==> config.mk <==
export PLATFORM = sky130hd
export DESIGN_NAME = uv_arc_event_classifier
export DESIGN_NICKNAME = d
export VERILOG_FILES = /design/src/design/uvc_pkg.sv /design/src/design/uvc_fifo.sv /design/src/design/uvc_front.sv /design/src/design/uvc_back.sv /design/src/design/uv_arc_event_classifier.sv
export SDC_FILE = /design/constraint.sdc
export NUM_CORES = 1
export LEC_CHECK = 0
export BUFFER_PORTS_ARGS = -buffer_cell sky130_fd_sc_hd__buf_4
export CAP_MARGIN = 30
export CORE_ASPECT_RATIO = 1.75
export CORE_MARGIN = 1
export CORE_UTILIZATION = 60
export DETAILED_ROUTE_END_ITERATION = 12
export PLACE_DENSITY_LB_ADDON = 0.05
export SLEW_MARGIN = 20
export SYNTH_ARGS = -nofsm -noshare
export SYNTH_HDL_FRONTEND = slang
export SYNTH_HIERARCHICAL = 1
export SYNTH_SLANG_ARGS = --single-unit
==> constraint.sdc <==
create_clock -name clk -period 13.56 [get_ports clk]
set_clock_uncertainty 0.15 [all_clocks]
set_input_delay 0.678 -clock clk [delete_from_list [all_inputs] [get_ports clk]]
set_output_delay 0.678 -clock clk [all_outputs]
set_load 0.05 [all_outputs]
==> src/design/uvc_pkg.sv <==
// Shared types and constants of the UV arc event classifier.
`default_nettype none
package uvc_pkg;

  localparam int unsigned LevelBits = 12;
  localparam int unsigned DeltaBits = 13;
  localparam int unsigned CountBits = 16;
  localparam int unsigned LimitBits = 7;
  localparam int unsigned CfgIndexBits = 4;
  localparam int unsigned CfgDataBits = 16;

  localparam logic [CountBits-1:0] CountMax = '1;
  localparam logic [LimitBits-1:0] PercentScale = 7'd100;

  // Register indexes of the configuration port
  localparam logic [CfgIndexBits-1:0] RegAmpThreshold     = 4'd0;
  localparam logic [CfgIndexBits-1:0] RegRateThresholdMax = 4'd1;
  localparam logic [CfgIndexBits-1:0] RegRateThresholdImp = 4'd2;
  localparam logic [CfgIndexBits-1:0] RegRateThresholdMin = 4'd3;
  localparam logic [CfgIndexBits-1:0] RegMinObservations  = 4'd4;
  localparam logic [CfgIndexBits-1:0] RegProbLimitHigh    = 4'd5;
  localparam logic [CfgIndexBits-1:0] RegProbLimitLow     = 4'd6;
  localparam logic [CfgIndexBits-1:0] RegSamplesPerPeriod = 4'd7;

  typedef enum logic [2:0] {
    CLS_IDLE = 3'd0,
    CLS_AMP  = 3'd1,
    CLS_IMP  = 3'd2,
    CLS_RISE = 3'd3,
    CLS_HOT  = 3'd4
  } class_t;

  typedef struct packed {
    logic [LevelBits-1:0] amp_threshold;
    logic [LevelBits-1:0] rate_threshold_max;
    logic [LevelBits-1:0] rate_threshold_impulse;
    logic [LevelBits-1:0] rate_threshold_min;
    logic [CountBits-1:0] min_observations;
    logic [LimitBits-1:0] prob_limit_high;
    logic [LimitBits-1:0] prob_limit_low;
    logic [CountBits-1:0] period_len;
  } cfg_t;

  // Item handed from the front end to the classifier
  typedef struct packed {
    logic [LevelBits-1:0]        level;
    logic signed [DeltaBits-1:0] delta;
    logic                        f_imp;
    logic                        f_rate;
    logic                        f_amp;
  } front_item_t;

  typedef struct packed {
    class_t cls;
    logic   f_imp;
    logic   f_rate;
    logic   f_amp;
    logic   entered_hot;
  } result_t;

endpackage
`default_nettype wire

==> src/design/uvc_fifo.sv <==
// Two-entry item queue with registered storage.
`default_nettype none
module uvc_fifo
  import uvc_pkg::*;
#(
  parameter int unsigned Width = 8
) (
  input  logic             clk,
  input  logic             rst,
  input  logic             push,
  input  logic [Width-1:0] push_data,
  input  logic             pop,
  output logic [Width-1:0] head_data,
  output logic             full,
  output logic             empty
);

  logic [Width-1:0] mem [2];
  logic             wr_ptr;
  logic             rd_ptr;
  logic [1:0]       count;
  logic             do_push;
  logic             do_pop;

  assign full      = (count == 2'd2);
  assign empty     = (count == 2'd0);
  assign do_push   = push && !full;
  assign do_pop    = pop && !empty;
  assign head_data = mem[rd_ptr];

  always_ff @(posedge clk) begin
    if (rst) begin
      wr_ptr <= 1'b0;
      rd_ptr <= 1'b0;
      count  <= 2'd0;
    end else begin
      if (do_push) wr_ptr <= !wr_ptr;
      if (do_pop) rd_ptr <= !rd_ptr;
      case ({do_push, do_pop})
        2'b10:   count <= count + 2'd1;
        2'b01:   count <= count - 2'd1;
        default: count <= count;
      endcase
    end
  end

  // Storage carries payload only
  always_ff @(posedge clk) begin
    if (do_push) mem[wr_ptr] <= push_data;
  end

endmodule
`default_nettype wire

==> src/design/uvc_front.sv <==
// Front end: masks the sample, forms the difference and raises the flags.
`default_nettype none
module uvc_front
  import uvc_pkg::*;
#(
  parameter int unsigned SAMPLE_BITS = 12
) (
  input  logic                 clk,
  input  logic                 rst,
  input  logic                 accept,
  input  logic [LevelBits-1:0] adc_sample,
  input  cfg_t                 cfg,
  output front_item_t          item
);

  localparam logic [LevelBits-1:0] LevelMask =
    (SAMPLE_BITS >= LevelBits) ? {LevelBits{1'b1}} :
    LevelBits'((32'd1 << SAMPLE_BITS) - 32'd1);

  logic [LevelBits-1:0]        last_level;
  logic [LevelBits-1:0]        level;
  logic signed [DeltaBits-1:0] delta;
  logic                        f_imp;

  assign level = adc_sample & LevelMask;
  assign delta = $signed({1'b0, level}) - $signed({1'b0, last_level});
  assign f_imp = delta > $signed({1'b0, cfg.rate_threshold_impulse});

  always_comb begin
    item.level  = level;
    item.delta  = delta;
    item.f_imp  = f_imp;
    item.f_rate = !f_imp && (delta > $signed({1'b0, cfg.rate_threshold_max}));
    item.f_amp  = level > cfg.amp_threshold;
  end

  always_ff @(posedge clk) begin
    if (rst) begin
      last_level <= '0;
    end else if (accept) begin
      last_level <= level;
    end
  end

endmodule
`default_nettype wire

==> src/design/uvc_back.sv <==
// Back end: five-state classifier with observation counters and decision.
`default_nettype none
module uvc_back
  import uvc_pkg::*;
#(
  parameter int unsigned NOISE_MARGIN = 16
) (
  input  logic        clk,
  input  logic        rst,
  input  logic        take,
  input  front_item_t item,
  input  cfg_t        cfg,
  output result_t     result
);

  localparam logic signed [DeltaBits:0] Margin = (DeltaBits+1)'(NOISE_MARGIN);
  localparam int unsigned ProdBits = CountBits + LimitBits;

  class_t                      cls;
  class_t                      cls_next;
  logic [CountBits-1:0]        obs_count;
  logic [CountBits-1:0]        obs_count_next;
  logic [CountBits-1:0]        pos_count;
  logic [CountBits-1:0]        pos_count_next;
  logic [LevelBits-1:0]        start_level;
  logic [LevelBits-1:0]        start_level_next;
  logic signed [DeltaBits-1:0] last_delta;

  logic [CountBits-1:0]        obs_inc;
  logic [CountBits-1:0]        obs_mid;
  logic [CountBits-1:0]        pos_mid;
  logic                        pos_bump;
  logic [ProdBits-1:0]         pos_prod;
  logic [ProdBits-1:0]         high_prod;
  logic [ProdBits-1:0]         low_prod;
  logic                        dec_high;
  logic                        dec_low;
  logic signed [DeltaBits:0]   rise;
  logic                        early_pos;

  assign obs_inc = (obs_count == CountMax) ? obs_count : obs_count + 1'b1;

  // Exact percentage compare on the counts after this item's update
  assign pos_prod  = ProdBits'(pos_mid) * ProdBits'(PercentScale);
  assign high_prod = ProdBits'(obs_mid) * ProdBits'(cfg.prob_limit_high);
  assign low_prod  = ProdBits'(obs_mid) * ProdBits'(cfg.prob_limit_low);
  assign dec_high  = pos_prod > high_prod;
  assign dec_low   = pos_prod < low_prod;

  assign rise = $signed({2'b00, item.level}) - $signed({2'b00, start_level});
  assign early_pos = (item.delta > $signed({1'b0, cfg.rate_threshold_min})) &&
                     (obs_inc < CountBits'(cfg.period_len[CountBits-1:3]));

  always_comb begin
    pos_bump = 1'b0;
    obs_mid  = obs_inc;
    case (cls)
      CLS_AMP:  pos_bump = item.f_amp;
      CLS_IMP:  pos_bump = item.f_amp || item.f_rate || early_pos;
      CLS_RISE: pos_bump = item.f_rate || item.f_amp;
      CLS_HOT:  pos_bump = item.f_amp;
      default:  obs_mid  = obs_count;
    endcase
    pos_mid = (pos_bump && pos_count != CountMax) ? pos_count + 1'b1 : pos_count;
  end

  always_comb begin
    cls_next         = cls;
    obs_count_next   = obs_mid;
    pos_count_next   = pos_mid;
    start_level_next = start_level;
    case (cls)
      CLS_IDLE: begin
        if (item.f_imp || item.f_rate || item.f_amp) begin
          obs_count_next   = CountBits'(1);
          pos_count_next   = CountBits'(1);
          start_level_next = item.level;
          if (item.f_amp) cls_next = CLS_AMP;
          else if (item.f_imp) cls_next = CLS_IMP;
          else if (!last_delta[DeltaBits-1]) cls_next = CLS_RISE;
        end
      end
      CLS_AMP: begin
        if (obs_mid > cfg.min_observations) begin
          if (dec_high) begin
            cls_next       = CLS_HOT;
            pos_count_next = '0;
          end else if (dec_low) begin
            cls_next = CLS_IDLE;
          end
        end
      end
      CLS_IMP, CLS_RISE: begin
        if (item.f_amp && !(cls == CLS_RISE && item.f_rate)) cls_next = CLS_AMP;
        else if (cls == CLS_IMP && item.f_rate) cls_next = CLS_RISE;
        // Probability decision may override the move above
        if (obs_mid >= cfg.min_observations) begin
          if (dec_high) begin
            if (rise > Margin) begin
              cls_next       = CLS_HOT;
              pos_count_next = '0;
            end
          end else if (dec_low) begin
            cls_next = CLS_IDLE;
          end
        end
      end
      CLS_HOT: begin
        if (obs_mid > cfg.period_len) begin
          if (pos_mid == '0) cls_next = CLS_IDLE;
          obs_count_next = '0;
          pos_count_next = '0;
        end
      end
      default: cls_next = CLS_IDLE;
    endcase
  end

  always_ff @(posedge clk) begin
    if (rst) begin
      cls         <= CLS_IDLE;
      obs_count   <= '0;
      pos_count   <= '0;
      start_level <= '0;
      last_delta  <= '0;
    end else if (take) begin
      cls         <= cls_next;
      obs_count   <= obs_count_next;
      pos_count   <= pos_count_next;
      start_level <= start_level_next;
      last_delta  <= item.delta;
    end
  end

  always_comb begin
    result.cls         = cls_next;
    result.f_imp       = item.f_imp;
    result.f_rate      = item.f_rate;
    result.f_amp       = item.f_amp;
    result.entered_hot = (cls_next == CLS_HOT) && (cls != CLS_HOT);
  end

endmodule
`default_nettype wire

==> src/design/uv_arc_event_classifier.sv <==
// Top level of the UV arc event classifier: config registers, front end, queues, classifier.
`default_nettype none
// One converter sample goes in per item and exactly one result comes out, in order.
// The front end masks the sample, forms its difference from the previous one and
// raises the impulse, fast-rise and amplitude flags; it hands the item through a
// two-entry queue to the classifier, which runs the five-state machine (idle,
// amplitude, impulse, rising, hot), the saturating observation and positive counters
// and the exact percentage decision (100*pos against limit*obs). Results wait in a
// second two-entry queue. The block sustains one item per clock cycle with push and
// pop both held high; an accepted item passes through the input queue and the
// classifier into the result queue, whose head drives the result ports.
// The classifier's state update sets that rate. Full rises only when
// the input queue holds two items, so a stalled consumer backs up into push/full.
// Configuration writes are registered and must be made with no item in flight.
module uv_arc_event_classifier
  import uvc_pkg::*;
#(
  parameter int unsigned NOISE_MARGIN = 16,
  parameter int unsigned SAMPLE_BITS  = 12
) (
  input  logic                    clk,
  input  logic                    rst,
  // input queue side
  input  logic                    push,
  output logic                    full,
  input  logic [LevelBits-1:0]    adc_sample,
  // result queue side
  input  logic                    pop,
  output logic                    empty,
  output logic [2:0]              class_state,
  output logic                    flag_impulse,
  output logic                    flag_rate,
  output logic                    flag_amplitude,
  output logic                    entered_hot,
  // configuration write port
  input  logic                    cfg_wr_en,
  input  logic [CfgIndexBits-1:0] cfg_index,
  input  logic [CfgDataBits-1:0]  cfg_data
);

  cfg_t        cfg;
  front_item_t front_item;
  front_item_t back_item;
  result_t     back_result;
  result_t     head_result;
  logic        in_accept;
  logic        mid_empty;
  logic        out_full;
  logic        back_take;

  // Configuration registers: keep only each register's width, ignore unknown indexes
  always_ff @(posedge clk) begin
    if (rst) begin
      cfg.amp_threshold          <= 12'd4095;
      cfg.rate_threshold_max     <= 12'd4095;
      cfg.rate_threshold_impulse <= 12'd4095;
      cfg.rate_threshold_min     <= 12'd0;
      cfg.min_observations       <= 16'd16;
      cfg.prob_limit_high        <= 7'd80;
      cfg.prob_limit_low         <= 7'd20;
      cfg.period_len             <= 16'd200;
    end else if (cfg_wr_en) begin
      case (cfg_index)
        RegAmpThreshold:     cfg.amp_threshold          <= cfg_data[LevelBits-1:0];
        RegRateThresholdMax: cfg.rate_threshold_max     <= cfg_data[LevelBits-1:0];
        RegRateThresholdImp: cfg.rate_threshold_impulse <= cfg_data[LevelBits-1:0];
        RegRateThresholdMin: cfg.rate_threshold_min     <= cfg_data[LevelBits-1:0];
        RegMinObservations:  cfg.min_observations       <= cfg_data[CountBits-1:0];
        RegProbLimitHigh:    cfg.prob_limit_high        <= cfg_data[LimitBits-1:0];
        RegProbLimitLow:     cfg.prob_limit_low         <= cfg_data[LimitBits-1:0];
        RegSamplesPerPeriod: cfg.period_len             <= cfg_data[CountBits-1:0];
        default:             cfg                        <= cfg;
      endcase
    end
  end

  assign in_accept = push && !full;

  uvc_front #(
    .SAMPLE_BITS(SAMPLE_BITS)
  ) u_front (
    .clk       (clk),
    .rst       (rst),
    .accept    (in_accept),
    .adc_sample(adc_sample),
    .cfg       (cfg),
    .item      (front_item)
  );

  // Input-side queue: decouple the front end from the classifier
  uvc_fifo #(
    .Width($bits(front_item_t))
  ) u_mid_q (
    .clk      (clk),
    .rst      (rst),
    .push     (push),
    .push_data(front_item),
    .pop      (back_take),
    .head_data(back_item),
    .full     (full),
    .empty    (mid_empty)
  );

  // Advance the classifier whenever an item waits and the result queue has room
  assign back_take = !mid_empty && !out_full;

  uvc_back #(
    .NOISE_MARGIN(NOISE_MARGIN)
  ) u_back (
    .clk   (clk),
    .rst   (rst),
    .take  (back_take),
    .item  (back_item),
    .cfg   (cfg),
    .result(back_result)
  );

  // Result queue: hold finished items until popped
  uvc_fifo #(
    .Width($bits(result_t))
  ) u_out_q (
    .clk      (clk),
    .rst      (rst),
    .push     (back_take),
    .push_data(back_result),
    .pop      (pop),
    .head_data(head_result),
    .full     (out_full),
    .empty    (empty)
  );

  assign class_state    = head_result.cls;
  assign flag_impulse   = head_result.f_imp;
  assign flag_rate      = head_result.f_rate;
  assign flag_amplitude = head_result.f_amp;
  assign entered_hot    = head_result.entered_hot;

`ifndef SYNTH
  // A result that enters hot must report the hot state
  a_entered_hot_state: assert property (@(posedge clk) disable iff (rst)
    (!empty && entered_hot) |-> (class_state == CLS_HOT))
    else $error("entered_hot without hot state");

  // Impulse and fast-rise flags are exclusive
  a_flags_exclusive: assert property (@(posedge clk) disable iff (rst)
    !empty |-> !(flag_impulse && flag_rate))
    else $error("impulse and rate flags both set");

  // Both queues come out of reset empty
  a_reset_empty: assert property (@(posedge clk) disable iff (rst)
    $past(rst) |-> (empty && !full))
    else $error("queues not empty after reset");
`endif

endmodule
`default_nettype wire

* Word-level counts from Yosys, hierarchy flattened
Memory sizes are Yosys's and may differ from the RTL's. A register that Yosys moved wholly into a read port is not among the register bits. Index checks and enable logic that the tools add are counted.
Operators by class: add/subtract/negate cells 8, multipliers 3, $lt $le $gt $ge 11, equal/unequal tests 21, multiplexer cells 41, reductions and logical operators 45
Operator list (number):
- 16-bit two-way mux | 12
- 16-bit case mux with 4 select lines | 1
- 16-bit by 7-bit multiplier with 23-bit output | 2
- 3-bit two-way mux | 15
- 13-bit > comparator | 3
- 16-bit by 1-bit adder with 16-bit output (second input constant) | 2
- 16-bit > comparator | 2
- 16-bit case mux with 2 select lines | 1
- 12-bit by 12-bit subtractor with 13-bit output | 2
- 23-bit > comparator | 1
- 23-bit < comparator | 1
- 16-bit by 5-bit multiplier with 21-bit output (second input constant) | 1
- 16-bit == test (second input constant) | 1
- 4-bit by 3-bit == test with 1-bit output (second input constant) | 4
- 16-bit >= comparator | 1
- 16-bit logical NOT | 1
- 16-bit by 13-bit < comparator with 1-bit output | 1
- 16-bit != test (second input constant) | 1
- 2-bit AND reduction | 8
- 14-bit by 6-bit > comparator with 1-bit output (second input constant) | 1
- 12-bit > comparator | 1
- 1-bit logical AND | 12
- 3-bit case mux with 4 select lines | 1
- 1-bit logical NOT | 10
- other kinds (21) | 44
Word-level totals: register bits 174, bits in writable memories 70, input bits 37, output and inout bits 9, logic and storage cells 151, memories 2
Memory list:
- u_mid_q.mem | words 2, width 28, rd ports 1, clocked after Yosys merged registers in 1, write ports 1, line uvc_fifo.sv:18 | logic [Width-1:0] mem [2];
- u_out_q.mem | words 2, width 7, rd ports 1, clocked after Yosys merged registers in 1, write ports 1, line uvc_fifo.sv:18

* Longest topological paths before layout
word-level depth 16, gate-level depth with buffers 45, depth with buffers taken out 45

* Hierarchy
The synthesis kept the hierarchy.
Modules (own cells, without submodules):
- uvc_back | times used 1, cells an instance 1792, area each 14233.7 µm², sequential area each 960.9 µm²
- uv_arc_event_classifier | times used 1, cells an instance 348, area each 3679.8 µm², sequential area each 1881.8 µm²
- uvc_fifo at u_mid_q | times used 1, cells an instance 113, area each 2235.9 µm², sequential area each 1781.7 µm²
- uvc_front | times used 1, cells an instance 262, area each 2053.2 µm², sequential area each 240.2 µm²
- uvc_fifo at u_out_q | times used 1, cells an instance 48, area each 726.9 µm², sequential area each 520.5 µm²

* Worst setup path after synthesis
No wires, ideal clock.
kind register -> register, from register u_back.obs_count[2], to memory u_out_q/mem[0][6] (netlist name) (data pin), library setup time 0.265 ns, data arrival time 8.115 ns, data required time 13.145 ns, setup slack 5.030 ns, cell stages (with the launch flop) 43, buffers on the path 2, clock period less this slack 8.530 ns, cell sequence dfxtp_1 > clkbuf_2 > nand3_2 > or2_1 > or3_1 > xnor2_1 > ha_1 > a21o_1 > a21o_1 > a21o_1 > a21oi_1 > o211ai_1 > o41ai_4 > and2_1 > buf_2 > nand2_1 > xnor2_1 > ha_1 > (+7 left out) > o21a_1 > nor3_1 > o31ai_1 > o41ai_1 > o2111ai_1 > a21oi_1 > xnor2_1 > ha_1 > nand4_1 > inv_1 > nand4_1 > nand3b_1 > a21oi_1 > nor3b_1 > nor2_1 > o21ai_2 > nor3_2 > or2_2
RTL lines:
- start, declared | line uvc_back.sv:21 | logic [CountBits-1:0] obs_count;
- start signal, assigned | line uvc_back.sv:128 | obs_count <= obs_count_next;
- end, declared | line uvc_fifo.sv:18

==> flow_summary_export.csv <==
group,metric,value,unit
layout,num-nets-final,3043,
power_and_ir_drop,swShare,41.1,%
setup_path,arrival,9960,ps
yosys,synthTopCellsByCount,"310 x inv_1, 302 x ha_1, 285 x nand2_1, 181 x nor2_1, 164 x dfxtp_1",
cts,h-tree-depth,1,
sta,fin_tns_setup,0,ps
power_and_ir_drop,clockPowerShare,22.6,%
drt,wl_per_cell,19.7,um
cts,ctsHoldBuffers,0,
sta,setup_viol,0,
power_and_ir_drop,p_leak,12.1,nW
setup_path,end_kind,"flip-flop",
yosys,synth_flop_cell,"dfxtp_1",
power_and_ir_drop,p_per_area,120,nW/um^2
setup_path,crit_required,13660,ps
drt,drt_iter0_drc,736,
sta,rsz0062_at_grt,"false",
floorplan,dieWidth,150,um
flow_run,drv_cap,0,
drt,vias,17800,
placement,gp_congestion,0.937,
yosys,synth.ff_latch_count,234,
yosys,postSynthCellCount,2563,
setup_path,path_common_cell,"ha_1",
setup_path,startpoint_type,"flip-flop",
yosys,post_synth_num_cell_types,93,
yosys,synthTopCellsByArea,"ha_1 16%, dfxtp_1 14%, fa_1 13%, edfxtp_1 9.2%, inv_1 5.1%",
sta,final-hold-violation-count,0,
yosys,syn_area,22900,sq um
yosys,synth_top_area_cell,"ha_1",
sta,slew_headroom,26.7,%
cts,cts_resized,0,
run_status,status,"complete, no violations",
global_routing,grt_overflow,0,
setup_path,crit_fanout,6,
yosys,yosys_warnings,6,
cts,clk_latency,530,ps
cts,postCtsSetupBuffers,0,
yosys,yosysMostFrequentCell,"inv_1",
global_routing,grt_pass1_wl,93.2,mm
global_routing,grt_pass1_vias,18100,
setup_path,crit_type,"flip-flop to flip-flop",
setup_path,cp_slowest_stage_delay,610,ps
worst_hold_path,hold_class,"input port to flip-flop",
sta,worstMarginPinSlew,1090,ps
power_and_ir_drop,p_int,0.00173,W
placement,dp_hpwl,47.1,mm
floorplan,start_util,60.9,%
cts,cts_buffers,22,
drt,drc_errors,0,
power_and_ir_drop,ir_worst_vdd,0.141,mV
drt,dr.pass1.iters,5,
sta,fin_crit,9850,ps
floorplan,row_count,94,
global_routing,antenna_found_initial,0,
drt,routed_wl,60.1,mm
layout,drive_gt1_share,6.73,%
global_routing,gr-usage-all-layers,31.3,%
cts,cts_tree,"built",
power_and_ir_drop,power_frac_comb,47.8,%
floorplan,die_h,261,um
power_and_ir_drop,power.switching,0.00121,W
global_routing,grt_max_degree,97,
power_and_ir_drop,power.total,0.00293,W
sta,finalMaxSlewViolations,0,
floorplan,pin_count,46,
yosys,seq_area_frac_synth,23.5,%
yosys,synthArstFlopShare,0,%
setup_path,crit_slowest_cell,"o41ai_4",
yosys,avgSynthCellArea,8.95,sq um
layout,area_growth,6.07,%
layout,antenna_cells,0,
cts,cts-root-buf,"clkbuf_16",
yosys,synth_nets,3053,
sta,fmax,101,MHz
floorplan,core-area,37600,sq um
cts,clkTransAtPathRegs,70,ps
yosys,synth_edf_count,70,
sta,fin_crit_sh,72.7,%
yosys,yosysTopAreaCellShare,16.5,%
cts,cts_sinks,234,
placement,portBuffers,45,
cts,clockBufferDepth,3,
power_and_ir_drop,p_seq_share,29.6,%
drt,postRouteAntennaNets,0,
drt,vias_per_cell,5.84,
floorplan,die-area,39000,sq um
==> logic make-up after synthesis <==
kind of cell / Yosys count / share of synthesized area [%]
simple gates: 829 / 17.7
xor+xnor: 122 / 4.66
buf+inv: 418 / 7.42
flops: 234 / 23.5
fa+ha+maj: 453 / 29.7
compound gates: 358 / 10.4
mux: 149 / 6.70
==> per-stage QoR <==
step	setup slack [ps]	cells	utilization, %	cell area [sq um]	hold WS [ps]
floorplan	5030	2563	-	22900	286
global placement	3930	3008	62.5	23500	292
detailed placement	3680	3009	62.6	23500	297
CTS	3620	3049	64.6	24300	245
global route	2780	3049	64.6	24300	238
finish	3710	3049	64.6	24300	261
==> power groups by stage <==
stage | registers (W) | clock network (W) | logic, W
final | 0.000867 | 0.000662 | 0.00140
after global routing | 0.000877 | 0.000701 | 0.00154
after CTS | 0.000868 | 0.000676 | 0.00140
after detailed placement | 0.000883 | 0 | 0.00140
after global placement | 0.000879 | 0 | 0.00137
after floorplan | 0.000862 | 0 | 0.00102
==> state kept, by name, summed over array words and instances, names as in the netlist, 2 cells and up, named ones only <==
name / flops
u_back/obs_count: 16
u_back/cls: 3
u_out_q/count: 2
cfg: 94
u_mid_q/count: 2
u_out_q/mem: 14
u_back/start_level: 12
u_back/pos_count: 16
u_mid_q/mem: 56
u_front/last_level: 12
==> cells in the final DEF (no fill, tap or decap), drive strengths merged, types with 16 or more instances in the layout <==
master / count
a21o: 34
a21oi: 98
a22oi: 16
and2: 71
and3: 16
buf: 71
clkbuf: 27
dfxtp: 164
edfxtp: 70
fa: 151
ha: 302
inv: 312
mux2: 36
mux2i: 113
nand2: 289
nand2b: 85
nand3: 49
nand4: 40
nor2: 182
nor2b: 23
nor3: 28
o211ai: 20
o21a: 19
o21ai: 79
xnor2: 70
xor2: 52
==> area by class of cell <==
type | count | area, sq um
multi-input cells | 1911 | 15800
fillers | 3222 | 13300
flip-flops and latches | 234 | 5390
inverters | 313 | 1170
clock buffers | 27 | 622
well taps | 480 | 601
repair buffers | 71 | 541
clock inverters | 13 | 154
==> routing by layer <==
layer  GRT usage (%)  part of all wire (%)  vias to the layer above
li1                -                     -                     8569
met4            23.5                   8.4                        0
met3            2.97                   3.2                      167
met2            61.0                    54                      380
met5               0                     0                        -
met1            29.5                    34                     8683
==> path summary, 6_finish.rpt <==
kind,start,end,slack [ps],cells after the start
setup / recovery,u_back/obs_count[0]$_SDFFE_PP0P_,u_out_q/mem[0][5]$_DFFE_PP_,3710,39
hold / removal,adc_sample[0],u_mid_q/mem[1][16]$_DFFE_PP_,260,1
setup reg to reg,u_back/obs_count[0]$_SDFFE_PP0P_,u_out_q/mem[0][5]$_DFFE_PP_,3710,39
hold reg to reg,u_back/start_level[3]$_SDFFE_PP0P_,u_back/start_level[3]$_SDFFE_PP0P_,300,2
==> critical path, delay by kind of cell (launching register included) <==
family | cells | cell delay [ps]
AO/OA/AOI/OAI | 14 | 3860
XOR/XNOR | 3 | 700
adder cells (fa/ha/maj) | 7 | 2300
buffers and inverters | 3 | 170
flip-flops | 1 | 460
AND/OR/NAND/NOR | 12 | 1920
No activity file was read; power rests on OpenSTA's default activity.
